### src/sv/crfp_pkg.sv
`default_nettype none
// ----------------------------------------------------------------------------
// crfp_pkg
// Shared constants, result codes and types for the command/recipe frame parser.
// ----------------------------------------------------------------------------
package crfp_pkg;

    localparam int NAME_CHARS = 15;
    localparam int STEP_COUNT = 8;

    // address and count widths
    localparam int NAME_AW = (NAME_CHARS > 1) ? $clog2(NAME_CHARS) : 1;
    localparam int NAME_PW = $clog2(NAME_CHARS + 1);
    localparam int STEP_AW = (STEP_COUNT > 1) ? $clog2(STEP_COUNT) : 1;
    localparam int STEP_PW = $clog2(STEP_COUNT + 1);
    localparam int CNT_W   = (NAME_AW > STEP_AW) ? NAME_AW : STEP_AW;
    localparam int CMP_W   = (CNT_W > NAME_PW) ? CNT_W : NAME_PW;

    // job queue between parser and result sequencer
    localparam int QDEPTH = 2;
    localparam int QAW    = (QDEPTH > 1) ? $clog2(QDEPTH) : 1;
    localparam int QCW    = $clog2(QDEPTH + 1);

    // frame bytes
    localparam logic [7:0] HDR_BYTE   = 8'hAA;
    localparam logic [7:0] START_BYTE = 8'hBB;
    localparam logic [7:0] STOP_BYTE  = 8'hCC;
    localparam logic [7:0] MARK_BYTE  = 8'hFF;
    localparam logic [7:0] NUL_BYTE   = 8'h00;

    localparam logic [2:0] CMD_MARK_LEN = 3'd2;
    localparam logic [2:0] END_MARK_LEN = 3'd4;

    // result kinds
    localparam logic [1:0] EV_START = 2'd0;
    localparam logic [1:0] EV_STOP  = 2'd1;
    localparam logic [1:0] EV_NAME  = 2'd2;
    localparam logic [1:0] EV_STEP  = 2'd3;

    localparam int IDX_W      = 4;
    localparam int OUT_DATA_W = 48;

    typedef struct packed {
        logic               recipe;
        logic [1:0]         cmd_event;
        logic [NAME_PW-1:0] name_len;
    } job_t;

    typedef struct packed {
        logic [NAME_AW-1:0] name_addr;
        logic [STEP_AW-1:0] step_addr;
    } store_rd_t;

    typedef struct packed {
        logic [7:0]  name_char;
        logic [15:0] volume;
        logic [15:0] duration;
    } store_data_t;

endpackage
`default_nettype wire

### src/sv/command_recipe_frame_parser.sv
`default_nettype none
// ----------------------------------------------------------------------------
// command_recipe_frame_parser
// Deframes start/stop commands and recipe frames from a received byte stream.
// ----------------------------------------------------------------------------
// One byte is taken per cycle while s_tready is high. A start or stop command
// gives its single result after its last marker byte, through the job queue
// and the output register. The final marker byte of a recipe launches 23
// results (15 name characters, then 8 steps, tlast on the last step) at one
// per cycle while m_tready is high, all read through the one store read port
// of the result sequencer; from that marker until the last step is in the
// output register, no further byte is taken. Up to two finished jobs wait in
// the queue, so command bytes keep flowing while results wait on m_tready.
// ----------------------------------------------------------------------------
module command_recipe_frame_parser
(
    input  wire                                clk,
    input  wire                                rst_n,
    input  wire                                s_tvalid,
    output logic                               s_tready,
    input  wire  [7:0]                         s_tdata,   // [7:0] rx_byte
    output logic                               m_tvalid,
    input  wire                                m_tready,
    // [3:0] index, [11:4] name_char, [27:12] volume_raw, [43:28] time_raw, rest zero
    output logic [crfp_pkg::OUT_DATA_W-1:0]    m_tdata,
    output logic [1:0]                         m_tuser,   // [1:0] event_res
    output logic                               m_tlast
);

    logic                   q_full;
    logic                   q_push;
    crfp_pkg::job_t         q_job;
    logic                   q_pop;
    logic                   q_valid;
    crfp_pkg::job_t         q_head;
    logic                   recipe_done;
    crfp_pkg::store_rd_t    rd;
    crfp_pkg::store_data_t  rd_data;

    crfp_front u_front
    (
        .clk         (clk),
        .rst_n       (rst_n),
        .s_tvalid    (s_tvalid),
        .s_tready    (s_tready),
        .s_tdata     (s_tdata),
        .q_full      (q_full),
        .q_push      (q_push),
        .q_job       (q_job),
        .recipe_done (recipe_done),
        .rd          (rd),
        .rd_data     (rd_data)
    );

    crfp_queue u_queue
    (
        .clk      (clk),
        .rst_n    (rst_n),
        .push     (q_push),
        .push_job (q_job),
        .full     (q_full),
        .pop      (q_pop),
        .valid    (q_valid),
        .head     (q_head)
    );

    crfp_back u_back
    (
        .clk         (clk),
        .rst_n       (rst_n),
        .q_valid     (q_valid),
        .q_head      (q_head),
        .q_pop       (q_pop),
        .recipe_done (recipe_done),
        .rd          (rd),
        .rd_data     (rd_data),
        .m_tvalid    (m_tvalid),
        .m_tready    (m_tready),
        .m_tdata     (m_tdata),
        .m_tuser     (m_tuser),
        .m_tlast     (m_tlast)
    );

endmodule
`default_nettype wire

### src/sv/crfp_front.sv
`default_nettype none
// ----------------------------------------------------------------------------
// crfp_front
// Byte parser: tracks the frame phase, fills the name and step stores and
// posts one job per finished command or recipe frame.
// ----------------------------------------------------------------------------
module crfp_front
(
    input  wire                    clk,
    input  wire                    rst_n,
    input  wire                    s_tvalid,
    output logic                   s_tready,
    input  wire  [7:0]             s_tdata,   // [7:0] rx_byte
    input  wire                    q_full,
    output logic                   q_push,
    output crfp_pkg::job_t         q_job,
    input  wire                    recipe_done,
    input  crfp_pkg::store_rd_t    rd,
    output crfp_pkg::store_data_t  rd_data
);

    typedef enum logic [5:0] {
        PH_HDR1    = 6'b000001,
        PH_HDR2    = 6'b000010,
        PH_CMDEND  = 6'b000100,
        PH_NAME    = 6'b001000,
        PH_DATA    = 6'b010000,
        PH_ENDMARK = 6'b100000
    } phase_t;

    phase_t                        phase_reg, phase_next;
    logic [2:0]                    marker_reg, marker_next;
    logic [1:0]                    cmd_event_reg, cmd_event_next;
    logic [crfp_pkg::NAME_PW-1:0]  name_pos_reg, name_pos_next;
    logic [crfp_pkg::STEP_PW-1:0]  step_pos_reg, step_pos_next;
    logic [1:0]                    byte_cnt_reg, byte_cnt_next;
    logic                          lock_reg, lock_next;
    logic [15:0]                   partial_volume_reg, partial_volume_next;
    logic [7:0]                    partial_time_reg, partial_time_next;

    logic [7:0]  name_store_reg   [crfp_pkg::NAME_CHARS];
    logic [15:0] volume_store_reg [crfp_pkg::STEP_COUNT];
    logic [15:0] time_store_reg   [crfp_pkg::STEP_COUNT];

    logic accept;
    logic name_we;
    logic step_we;

    // a finished recipe holds the stores until the sequencer has read them
    assign s_tready = !q_full && !lock_reg;
    assign accept   = s_tvalid && s_tready;

    always_comb
    begin
        phase_next          = phase_reg;
        marker_next         = marker_reg;
        cmd_event_next      = cmd_event_reg;
        name_pos_next       = name_pos_reg;
        step_pos_next       = step_pos_reg;
        byte_cnt_next       = byte_cnt_reg;
        lock_next           = lock_reg;
        partial_volume_next = partial_volume_reg;
        partial_time_next   = partial_time_reg;
        name_we             = 1'b0;
        step_we             = 1'b0;
        q_push              = 1'b0;
        q_job.recipe        = 1'b0;
        q_job.cmd_event     = cmd_event_reg;
        q_job.name_len      = name_pos_reg;

        if (recipe_done)
        begin
            lock_next = 1'b0;
        end

        if (accept)
        begin
            case (phase_reg)
                PH_HDR1:
                begin
                    if (s_tdata == crfp_pkg::HDR_BYTE)
                    begin
                        phase_next = PH_HDR2;
                    end
                end
                PH_HDR2:
                begin
                    if (s_tdata == crfp_pkg::START_BYTE || s_tdata == crfp_pkg::STOP_BYTE)
                    begin
                        cmd_event_next = (s_tdata == crfp_pkg::START_BYTE) ?
                                         crfp_pkg::EV_START : crfp_pkg::EV_STOP;
                        marker_next    = crfp_pkg::CMD_MARK_LEN;
                        phase_next     = PH_CMDEND;
                    end
                    else if (s_tdata == crfp_pkg::HDR_BYTE)
                    begin
                        phase_next = PH_NAME;
                    end
                    else
                    begin
                        phase_next    = PH_HDR1;
                        name_pos_next = '0;
                        step_pos_next = '0;
                        byte_cnt_next = '0;
                    end
                end
                PH_CMDEND:
                begin
                    phase_next    = PH_HDR1;
                    name_pos_next = '0;
                    step_pos_next = '0;
                    byte_cnt_next = '0;
                    if (s_tdata == crfp_pkg::MARK_BYTE)
                    begin
                        marker_next = marker_reg - 3'd1;
                        if (marker_reg == 3'd1)
                        begin
                            q_push = 1'b1;
                        end
                        else
                        begin
                            phase_next = PH_CMDEND;
                        end
                    end
                end
                PH_NAME:
                begin
                    if (name_pos_reg < crfp_pkg::NAME_PW'(crfp_pkg::NAME_CHARS))
                    begin
                        name_we       = 1'b1;
                        name_pos_next = name_pos_reg + crfp_pkg::NAME_PW'(1);
                        if (s_tdata == crfp_pkg::NUL_BYTE)
                        begin
                            phase_next = PH_DATA;
                        end
                    end
                    else if (s_tdata == crfp_pkg::NUL_BYTE)
                    begin
                        phase_next = PH_DATA;
                    end
                    else
                    begin
                        // name too long: drop the frame
                        phase_next    = PH_HDR1;
                        name_pos_next = '0;
                        step_pos_next = '0;
                        byte_cnt_next = '0;
                    end
                end
                PH_DATA:
                begin
                    byte_cnt_next = byte_cnt_reg + 2'd1;
                    case (byte_cnt_reg)
                        2'd0:    partial_volume_next = {8'h00, s_tdata};
                        2'd1:    partial_volume_next = {s_tdata, partial_volume_reg[7:0]};
                        2'd2:    partial_time_next   = s_tdata;
                        default:
                        begin
                            step_we       = 1'b1;
                            step_pos_next = step_pos_reg + crfp_pkg::STEP_PW'(1);
                            if (step_pos_reg == crfp_pkg::STEP_PW'(crfp_pkg::STEP_COUNT - 1))
                            begin
                                phase_next  = PH_ENDMARK;
                                marker_next = crfp_pkg::END_MARK_LEN;
                            end
                        end
                    endcase
                end
                PH_ENDMARK:
                begin
                    phase_next    = PH_HDR1;
                    name_pos_next = '0;
                    step_pos_next = '0;
                    byte_cnt_next = '0;
                    if (s_tdata == crfp_pkg::MARK_BYTE)
                    begin
                        marker_next = marker_reg - 3'd1;
                        if (marker_reg == 3'd1)
                        begin
                            q_push       = 1'b1;
                            q_job.recipe = 1'b1;
                            lock_next    = 1'b1;
                        end
                        else
                        begin
                            phase_next    = PH_ENDMARK;
                            name_pos_next = name_pos_reg;
                            step_pos_next = step_pos_reg;
                            byte_cnt_next = byte_cnt_reg;
                        end
                    end
                end
                default:
                begin
                    phase_next    = PH_HDR1;
                    name_pos_next = '0;
                    step_pos_next = '0;
                    byte_cnt_next = '0;
                end
            endcase
        end
    end

    always_ff @(posedge clk or negedge rst_n)
    begin
        if (!rst_n)
        begin
            phase_reg     <= PH_HDR1;
            marker_reg    <= '0;
            cmd_event_reg <= '0;
            name_pos_reg  <= '0;
            step_pos_reg  <= '0;
            byte_cnt_reg  <= '0;
            lock_reg      <= 1'b0;
        end
        else
        begin
            phase_reg     <= phase_next;
            marker_reg    <= marker_next;
            cmd_event_reg <= cmd_event_next;
            name_pos_reg  <= name_pos_next;
            step_pos_reg  <= step_pos_next;
            byte_cnt_reg  <= byte_cnt_next;
            lock_reg      <= lock_next;
        end
    end

    // entries past the stored name length read back as zero in the sequencer,
    // so the name store needs no clearing
    always_ff @(posedge clk)
    begin
        partial_volume_reg <= partial_volume_next;
        partial_time_reg   <= partial_time_next;
        if (name_we)
        begin
            name_store_reg[name_pos_reg[crfp_pkg::NAME_AW-1:0]] <= s_tdata;
        end
        if (step_we)
        begin
            volume_store_reg[step_pos_reg[crfp_pkg::STEP_AW-1:0]] <= partial_volume_reg;
            time_store_reg[step_pos_reg[crfp_pkg::STEP_AW-1:0]]   <= {s_tdata, partial_time_reg};
        end
    end

    assign rd_data.name_char = name_store_reg[rd.name_addr];
    assign rd_data.volume    = volume_store_reg[rd.step_addr];
    assign rd_data.duration  = time_store_reg[rd.step_addr];

endmodule
`default_nettype wire

### src/sv/crfp_queue.sv
`default_nettype none
// ----------------------------------------------------------------------------
// crfp_queue
// Small job queue that decouples the byte parser from the result sequencer.
// ----------------------------------------------------------------------------
module crfp_queue
(
    input  wire              clk,
    input  wire              rst_n,
    input  wire              push,
    input  crfp_pkg::job_t   push_job,
    output logic             full,
    input  wire              pop,
    output logic             valid,
    output crfp_pkg::job_t   head
);

    crfp_pkg::job_t                entry_reg [crfp_pkg::QDEPTH];
    logic [crfp_pkg::QAW-1:0]      wr_ptr_reg, wr_ptr_next;
    logic [crfp_pkg::QAW-1:0]      rd_ptr_reg, rd_ptr_next;
    logic [crfp_pkg::QCW-1:0]      count_reg, count_next;

    assign full  = (count_reg == crfp_pkg::QCW'(crfp_pkg::QDEPTH));
    assign valid = (count_reg != '0);
    assign head  = entry_reg[rd_ptr_reg];

    always_comb
    begin
        wr_ptr_next = wr_ptr_reg;
        rd_ptr_next = rd_ptr_reg;
        count_next  = count_reg;
        if (push)
        begin
            wr_ptr_next = (wr_ptr_reg == crfp_pkg::QAW'(crfp_pkg::QDEPTH - 1)) ?
                          '0 : wr_ptr_reg + crfp_pkg::QAW'(1);
        end
        if (pop)
        begin
            rd_ptr_next = (rd_ptr_reg == crfp_pkg::QAW'(crfp_pkg::QDEPTH - 1)) ?
                          '0 : rd_ptr_reg + crfp_pkg::QAW'(1);
        end
        case ({push, pop})
            2'b10:   count_next = count_reg + crfp_pkg::QCW'(1);
            2'b01:   count_next = count_reg - crfp_pkg::QCW'(1);
            default: count_next = count_reg;
        endcase
    end

    always_ff @(posedge clk or negedge rst_n)
    begin
        if (!rst_n)
        begin
            wr_ptr_reg <= '0;
            rd_ptr_reg <= '0;
            count_reg  <= '0;
        end
        else
        begin
            wr_ptr_reg <= wr_ptr_next;
            rd_ptr_reg <= rd_ptr_next;
            count_reg  <= count_next;
        end
    end

    always_ff @(posedge clk)
    begin
        if (push)
        begin
            entry_reg[wr_ptr_reg] <= push_job;
        end
    end

    a_no_push_when_full: assert property (@(posedge clk) disable iff (!rst_n)
        push |-> !full)
        else $error("job pushed into a full queue");

    a_no_pop_when_empty: assert property (@(posedge clk) disable iff (!rst_n)
        pop |-> valid)
        else $error("job popped from an empty queue");

endmodule
`default_nettype wire

### src/sv/crfp_back.sv
`default_nettype none
// ----------------------------------------------------------------------------
// crfp_back
// Result sequencer: turns queued jobs into result items, walking the name and
// step stores for a recipe, and holds each result in an output register.
// ----------------------------------------------------------------------------
module crfp_back
(
    input  wire                                 clk,
    input  wire                                 rst_n,
    input  wire                                 q_valid,
    input  crfp_pkg::job_t                      q_head,
    output logic                                q_pop,
    output logic                                recipe_done,
    output crfp_pkg::store_rd_t                 rd,
    input  crfp_pkg::store_data_t               rd_data,
    output logic                                m_tvalid,
    input  wire                                 m_tready,
    // [3:0] index, [11:4] name_char, [27:12] volume_raw, [43:28] time_raw, rest zero
    output logic [crfp_pkg::OUT_DATA_W-1:0]     m_tdata,
    output logic [1:0]                          m_tuser,   // [1:0] event_res
    output logic                                m_tlast
);

    typedef enum logic [2:0] {
        BK_IDLE = 3'b001,
        BK_NAME = 3'b010,
        BK_STEP = 3'b100
    } back_state_t;

    back_state_t                   state_reg, state_next;
    logic [crfp_pkg::CNT_W-1:0]    cnt_reg, cnt_next;
    logic [crfp_pkg::NAME_PW-1:0]  name_len_reg, name_len_next;
    logic                          out_valid_reg, out_valid_next;
    logic [1:0]                    out_event_reg, out_event_next;
    logic [crfp_pkg::IDX_W-1:0]    out_index_reg, out_index_next;
    logic [7:0]                    out_char_reg, out_char_next;
    logic [15:0]                   out_volume_reg, out_volume_next;
    logic [15:0]                   out_time_reg, out_time_next;
    logic                          out_last_reg, out_last_next;

    logic out_free;
    logic step_last;

    assign out_free     = !out_valid_reg || m_tready;
    assign step_last    = (cnt_reg == crfp_pkg::CNT_W'(crfp_pkg::STEP_COUNT - 1));
    assign rd.name_addr = crfp_pkg::NAME_AW'(cnt_reg);
    assign rd.step_addr = crfp_pkg::STEP_AW'(cnt_reg);

    always_comb
    begin
        state_next      = state_reg;
        cnt_next        = cnt_reg;
        name_len_next   = name_len_reg;
        out_valid_next  = out_valid_reg;
        out_event_next  = out_event_reg;
        out_index_next  = out_index_reg;
        out_char_next   = out_char_reg;
        out_volume_next = out_volume_reg;
        out_time_next   = out_time_reg;
        out_last_next   = out_last_reg;
        q_pop           = 1'b0;
        recipe_done     = 1'b0;

        if (out_free)
        begin
            out_valid_next  = 1'b0;
            out_index_next  = '0;
            out_char_next   = '0;
            out_volume_next = '0;
            out_time_next   = '0;
            out_last_next   = 1'b0;
            case (state_reg)
                BK_IDLE:
                begin
                    if (q_valid)
                    begin
                        q_pop = 1'b1;
                        if (q_head.recipe)
                        begin
                            state_next    = BK_NAME;
                            cnt_next      = '0;
                            name_len_next = q_head.name_len;
                        end
                        else
                        begin
                            out_valid_next = 1'b1;
                            out_event_next = q_head.cmd_event;
                            out_last_next  = 1'b1;
                        end
                    end
                end
                BK_NAME:
                begin
                    out_valid_next = 1'b1;
                    out_event_next = crfp_pkg::EV_NAME;
                    out_index_next = crfp_pkg::IDX_W'(cnt_reg);
                    // characters past the stored length read as zero
                    if (crfp_pkg::CMP_W'(cnt_reg) < crfp_pkg::CMP_W'(name_len_reg))
                    begin
                        out_char_next = rd_data.name_char;
                    end
                    if (cnt_reg == crfp_pkg::CNT_W'(crfp_pkg::NAME_CHARS - 1))
                    begin
                        state_next = BK_STEP;
                        cnt_next   = '0;
                    end
                    else
                    begin
                        cnt_next = cnt_reg + crfp_pkg::CNT_W'(1);
                    end
                end
                BK_STEP:
                begin
                    out_valid_next  = 1'b1;
                    out_event_next  = crfp_pkg::EV_STEP;
                    out_index_next  = crfp_pkg::IDX_W'(cnt_reg);
                    out_volume_next = rd_data.volume;
                    out_time_next   = rd_data.duration;
                    out_last_next   = step_last;
                    if (step_last)
                    begin
                        state_next  = BK_IDLE;
                        cnt_next    = '0;
                        recipe_done = 1'b1;
                    end
                    else
                    begin
                        cnt_next = cnt_reg + crfp_pkg::CNT_W'(1);
                    end
                end
                default:
                begin
                    state_next = BK_IDLE;
                    cnt_next   = '0;
                end
            endcase
        end
    end

    always_ff @(posedge clk or negedge rst_n)
    begin
        if (!rst_n)
        begin
            state_reg     <= BK_IDLE;
            cnt_reg       <= '0;
            out_valid_reg <= 1'b0;
        end
        else
        begin
            state_reg     <= state_next;
            cnt_reg       <= cnt_next;
            out_valid_reg <= out_valid_next;
        end
    end

    always_ff @(posedge clk)
    begin
        name_len_reg   <= name_len_next;
        out_event_reg  <= out_event_next;
        out_index_reg  <= out_index_next;
        out_char_reg   <= out_char_next;
        out_volume_reg <= out_volume_next;
        out_time_reg   <= out_time_next;
        out_last_reg   <= out_last_next;
    end

    assign m_tvalid = out_valid_reg;
    assign m_tuser  = out_event_reg;
    assign m_tlast  = out_last_reg;
    assign m_tdata  = {{(crfp_pkg::OUT_DATA_W - crfp_pkg::IDX_W - 40){1'b0}},
                       out_time_reg, out_volume_reg, out_char_reg, out_index_reg};

    a_name_never_last: assert property (@(posedge clk) disable iff (!rst_n)
        (out_valid_reg && out_event_reg == crfp_pkg::EV_NAME) |-> !out_last_reg)
        else $error("name character marked as last");

    a_done_on_final_step: assert property (@(posedge clk) disable iff (!rst_n)
        recipe_done |=> (out_valid_reg && out_last_reg && out_event_reg == crfp_pkg::EV_STEP
                         && state_reg == BK_IDLE))
        else $error("recipe released without final step result");

endmodule
`default_nettype wire
### config.mk
export PLATFORM = sky130hd
export DESIGN_NAME = command_recipe_frame_parser
export DESIGN_NICKNAME = d
export VERILOG_FILES = /design/src/sv/crfp_pkg.sv /design/src/sv/command_recipe_frame_parser.sv /design/src/sv/crfp_front.sv /design/src/sv/crfp_queue.sv /design/src/sv/crfp_back.sv
export SDC_FILE = /design/constraint.sdc
export NUM_CORES = 1
export LEC_CHECK = 0
export BUFFER_PORTS_ARGS = -buffer_cell sky130_fd_sc_hd__buf_2
export CORE_ASPECT_RATIO = 0.7
export CORE_UTILIZATION = 66
export DETAILED_ROUTE_END_ITERATION = 12
export GPL_TIMING_DRIVEN = 0
export PLACE_DENSITY = 0.85
export SETUP_SLACK_MARGIN = 0.05
export SLEW_MARGIN = 40
export SYNTH_ARGS = -nofsm -noshare
export SYNTH_HDL_FRONTEND = slang
export SYNTH_SLANG_ARGS = --single-unit
### constraint.sdc
create_clock -name clk -period 6.25 [get_ports clk]
set_input_delay 0.625 -clock clk [delete_from_list [all_inputs] [get_ports clk]]
set_output_delay 0.625 -clock clk [all_outputs]
set_load 0.02 [all_outputs]
# --- Word-level counts from Yosys, hierarchy flattened ---
# Memory sizes are Yosys's and may differ from the RTL's. A register that Yosys moved wholly into a read port is not among the register bits.
# Cells that the tools add are included.
classes:
  add_sub_neg: 9
  shift: 0
  magnitude_cmp: 2
  eq_ne: 39
  n_bitwise: 3
  mul: 0
  n_reduce_logical: 35
  div_mod_pow: 0
  mux: 86
ops:
  columns: ["operator", "n"]
  rows:
  - ["two-way mux 6 bit", 9]
  - ["two-way mux 4 bit", 13]
  - ["one-hot mux 6 bit (6 select lines)", 1]
  - ["two-way mux 1 bit", 34]
  - ["equality test 8 bit, second input constant", 4]
  - ["one-hot mux 16 bit (2 select lines)", 1]
  - ["two-way mux 3 bit", 9]
  - ["one-hot mux 4 bit (5 select lines)", 1]
  - ["one-hot mux 3 bit (3 select lines)", 2]
  - ["two-way mux 2 bit", 8]
  - ["!= test 2 bit, second input constant", 8]
  - ["one-hot mux 4 bit (4 select lines)", 1]
  - ["adder 4 x 1 -> 4 bit, second input constant", 3]
  - ["!= test 2 x 1 -> 1 bit, second input constant", 6]
  - ["one-hot mux 4 bit (3 select lines)", 1]
  - ["AND reduction 3 bit", 4]
  - ["AND reduction 4 bit", 3]
  - ["AND reduction 6 bit", 2]
  - ["one-hot mux 2 bit (5 select lines)", 1]
  - ["AND reduction 5 bit", 2]
  - ["equality test 4 x 3 -> 1 bit, second input constant", 2]
  - ["logical NOT 8 bit", 1]
  - ["AND reduction 8 bit", 1]
  - ["AND reduction 7 bit", 1]
  - ["other kinds (34)", 56]
word_totals:
  output_inout_bits: 53
  latchBits: 0
  mem_bits_rw: 390
  elab_cells: 198
  romBits: 0
  register_bits: 69
  mem_count: 4
  in_bits: 12
mem_list:
  columns: ["name", "depth", "word_bits", "read_ports", "rd_ports_with_merged_regs", "write_ports", "line_no", "source"]
  rows:
  - ["u_front.time_store_reg", 8, 16, 1, 1, 1, "crfp_front.sv:43", "logic [15:0] time_store_reg [crfp_pkg::STEP_COUNT];"]
  - ["u_front.volume_store_reg", 8, 16, 1, 1, 1, "crfp_front.sv:42", "logic [15:0] volume_store_reg [crfp_pkg::STEP_COUNT];"]
  - ["u_front.name_store_reg", 15, 8, 1, 1, 1, "crfp_front.sv:41", "logic [7:0] name_store_reg [crfp_pkg::NAME_CHARS];"]
  - ["u_queue.entry_reg", 2, 7, 1, 0, 1, "crfp_queue.sv:18", "crfp_pkg::job_t entry_reg [crfp_pkg::QDEPTH];"]

# --- Longest topological paths before layout ---
logic_depth:
  depth_word: 9
  depth_mapped: 10
  depth_no_buf: 8

# --- Modules after synthesis ---
# A second synthesis with hierarchy kept.
hier_totals:
  cells_unflattened: 1046
  hier_area_um2: 19956.6
modules_own_cells:
  columns: ["module", "cells_per_inst", "area_each_um2", "seq_area_each_um2", "n_inst"]
  rows:
  - ["crfp_front", 818, 16682.2, 12538.3, 1]
  - ["crfp_back", 190, 2581.2, 1732.9, 1]
  - ["crfp_queue", 38, 693.2, 520.5, 1]

# --- Least setup slack after synthesis ---
# Ideal clock, no wire load.
synth_path:
  path_kind: "reg2reg"
  start: "reg u_front.phase_reg[1]"
  end: "mem u_front.time_store_reg[0][0] (enable)"
  required_time_ns: 5.789
  setup_time_ns: 0.461
  slack_ns: 1.951
  stages_incl_launch_ff: 8
  n_path_buf: 2
  synth_period_minus_slack_ns: 4.299
  arrival_time_ns: 3.838
  path_cell_list: "dfrtp_1 > buf_6 > or4_4 > nand2b_4 > buf_6 > nor2_1 > nand3b_1 > nor3_1"
synth_between:
  elab_chain_cells: 5
synth_lines:
  columns: ["item", "line_no", "source"]
  rows:
  - ["start: declaration", "crfp_front.sv:31", "phase_t phase_reg, phase_next;"]
  - ["start signal: assignment", "crfp_front.sv:218", "phase_reg <= phase_next;"]
  - ["equality test 6 x 5 -> 1 bit", "crfp_front.sv:78", "case (phase_reg)"]
  - ["two-way mux 1 bit", "crfp_front.sv:78", null]
  - ["two-way mux 1 bit", "crfp_front.sv:76", "if (accept)"]
  - ["two-way mux 1 bit", "crfp_front.sv:238", "if (step_we)"]
  - ["two-way mux 1 bit (not written as such)", "crfp_front.sv:241", "time_store_reg[step_pos_reg[crfp_pkg::STEP_AW-1:0]] <= {s_tdata, partial_time_reg};"]
  - ["end: declaration", "crfp_front.sv:43", null]
# No other way between the ends.

# --- Worst setup path after layout ---
layout_path:
  start: "reg u_front.phase_reg[1]"
  end: "mem u_front.time_store_reg[2][6] (enable)"
# The elaborated chain is that of the path after synthesis.

==> impl_metrics.csv <==
group,metric,value,unit
yosys,synthFlopType,"edfxtp_1",
yosys,synth_edf_count,463,
finish,diodes,0,
pwr,vdd_ir_drop_max,0.315,mV
finish,instances_no_fill,1566,
timing,fin_crit,3.54,ns
clock_tree,max-clock-path-buffers,3,
yosys,syn_area,0.0198,mm²
yosys,netlist_instances,1021,
timing,slew_headroom,39.8,%
clock_tree,cts_setup_buffers,0,
clock_tree,ctsResizeCount,0,
detailed_routing,drt_pass1_iterations,8,
place,place_area,0.0211,mm²
clock_tree,cts_buffers,43,
clock_tree,clk_pin_slew,0.07,ns
timing,worst_slew_pin_slew,0.900,ns
critical_path,arrival,3.82,ns
detailed_routing,vias,10600,
die,die_w,209,µm
place,dp_cells,1487,
timing,rsz0062_at_grt,"no",
die,start_util,67.8,%
finish,drive_above_1_share,27.0,%
timing,skew,0.0220,ns
worst_hold_path,holdCritPathClass,"in2async",
yosys,ys_seq_area_share,74.4,%
timing,clock.fmax,282,MHz
grt,grt_remaining_overflow,0,
pwr,p_total,7.77,mW
finish,area_growth,13.8,%
yosys,ys_types,75,
detailed_routing,drt-initial-drc-count,1322,
timing,slew_viol_final,0,
pwr,p_leak,7.73,nW
timing,setup-tns-final,0,ns
place,gp_congestion,0.857,
timing,setup_viol,0,
yosys,async_reset_ff_share,6.65,%
finish,fin_area,0.0225,mm²
pwr,powerDensity,345,mW/mm²
finish,fill_cells,1423,
status,status,"complete, no violations",
die,num_io_pins,65,
grt,grt_max_degree,34,
timing,hold_viol,0,
grt,grt_pass1_wl,65.5,mm
grt,track_usage,29.8,%
critical_path,cp_max_fo,10,
place,port-buffer-count,60,
die,coreArea,0.0292,mm²
yosys,synth_seq_cells,496,
finish,nNetsFinal,1184,
clock_tree,cts_tree,"done",
critical_path,worstSetupPathType,"reg2reg",
yosys,yosysWarnings,0,
clock_tree,clock_sinks,496,
critical_path,required,6.53,ns
die,fp-row-count,52,
flow_run,cap_violations,0,
detailed_routing,wl,44.0,mm
detailed_routing,drt-wirelength-per-cell,28.1,µm
critical_path,endpoint_kind,"register",
clock_tree,ctsHtreeMaxLevel,2,
clock_tree,clock_latency,0.57,ns
grt,grt_pass1_vias,10800,
grt,antenna_found_initial,0,
die,die_area,0.0307,mm²
clock_tree,hold_buffers,0,
die,die_height,147,µm
detailed_routing,drcViolationCount,0,
detailed_routing,antenna_left,0,
yosys,postSynthAreaPerCell,19.4,µm²
timing,period_share,56.7,%
detailed_routing,viasPerCell,6.76,
critical_path,crit_path_start_kind,"register",
clock_tree,cts_root_buf,"clkbuf_16",
place,dp_hpwl,26.4,mm
-- worst max-delay path, stage by stage (launching register included) --
cell and delay, ns:
dfrtp_1 0.37, buf_6 0.14, or4_4 0.56, nand2b_4 0.16, buf_6 0.15, nor2_1 0.23
nand3_1 0.33, nor3_2 0.51, buf_2 0.29, buf_4 0.19, buf_4 0.17, buf_4 0.17
-- through the flow --
step | hold WS, ns | utilization [%] | setup slack, ns
floorplan | 0.329 | - | 1.95
global placement | 0.459 | 70.5 | -0.133
detailed placement | 0.467 | 72.2 | 2.73
CTS | 0.159 | 77.1 | 2.70
global route | 0.0467 | 77.1 | 2.56
finish | 0.0175 | 77.1 | 2.71
-- synthesized netlist by cell type (3+ instances only) --
library cell  instances  area (µm²)
a21oi_1               6        30.0
a21o_1                4        30.0
nor3b_1               8        60.1
mux2i_1              45         450
nand2_1              29         109
buf_4                12        90.1
inv_1                20        75.1
mux4_2               96        2160
nor4_1                5        31.3
and3_1                5        31.3
edfxtp_1            463       13900
clkbuf_1             21        78.8
buf_2                 8        40.0
nor2_1               71         267
nor3_1               16        80.1
dfrtp_1              31         776
o31ai_1               4        30.0
buf_6                 5        56.3
a221o_1               4        40.0
ha_1                 18         225
xnor2_1               5        43.8
and2_1                8        50.1
mux2_2                4        45.0
nand3_1               8        40.0
nor2b_1              24         150
o41ai_1               6        52.6
nand2b_1              7        43.8
or4_4                 3        33.8
o21ai_0              21         105
and3_2                3        22.5
-- placed cells by master (no fill, tap or decap), types with 18 or more instances in the layout --
cell type / instances
edfxtp_1: 463
mux4_2: 96
buf_2: 69
nor2_1: 65
mux2i_1: 45
clkbuf_16: 44
dfrtp_1: 31
nand2_1: 29
clkbuf_1: 24
nor2b_1: 24
buf_4: 21
o21ai_0: 21
inv_1: 19
ha_1: 18
-- path summary, 6_finish.rpt --
check | cells after the start | startpoint | to | slack, ns
setup / recovery | 11 | u_front.phase_reg[1] | u_front.time_store_reg[2][6] | 2.71
hold / removal | 1 | rst_n | u_front.phase_reg[4] | 0.02
setup reg to reg | 11 | u_front.phase_reg[1] | u_front.time_store_reg[2][6] | 2.71
hold reg to reg | 0 | u_front.name_pos_reg[3] | u_queue.entry_reg[0][3] | 0.48
max in group asynchronous | 1 | rst_n | u_back.state_reg[0] | 5.86
min in group clk | 0 | u_front.name_pos_reg[3] | u_queue.entry_reg[0][3] | 0.48
-- layer usage --
| layer | GRT usage [%] | vias to the layer above | share of wire (%) |
|---|---|---|---|
| met1 | 42.5 | 5406 | 39 |
| met2 | 45.6 | 719 | 47 |
| met5 | 0 | - | 0 |
| li1 | - | 4354 | - |
| met3 | 7.72 | 109 | 11 |
| met4 | 10.3 | 0 | 2.9 |
-- power breakdown --
part	internal (mW)	total, mW	switching [mW]	leakage (nW)
clock	1.53	2.71	1.19	0.703
sequential	3.77	3.84	0.0665	4.89
combinational	0.461	1.22	0.759	2.13
total	5.76	7.77	2.01	7.73
-- layout make-up --
cell class | instances | area (µm²) | area share (%)
clock buffers | 50 | 1140 | 5.08
multi-input cells | 458 | 4780 | 21.2
plain buffers | 50 | 295 | 1.31
well taps | 378 | 473 | 2.10
clock inverters | 29 | 283 | 1.26
repair buffers | 85 | 733 | 3.26
flip-flops and latches | 496 | 14700 | 65.4
inverters | 20 | 77.6 | 0.344
-- logic make-up after synthesis --
logic type                 count (synthesis)  share of synthesized area (%)
DFF                                      496                           74.4
and+or+nand+nor                          212                           5.97
muxes                                    148                           13.6
buffers and inverters                     70                           1.86
AOI/OAI and AO/OA                         69                           2.67
adders and majority gates                 18                           1.14
xor gates and xnor gates                   7                          0.310
other                                      1                         0.0189
(Power assumes the default switching activity.)
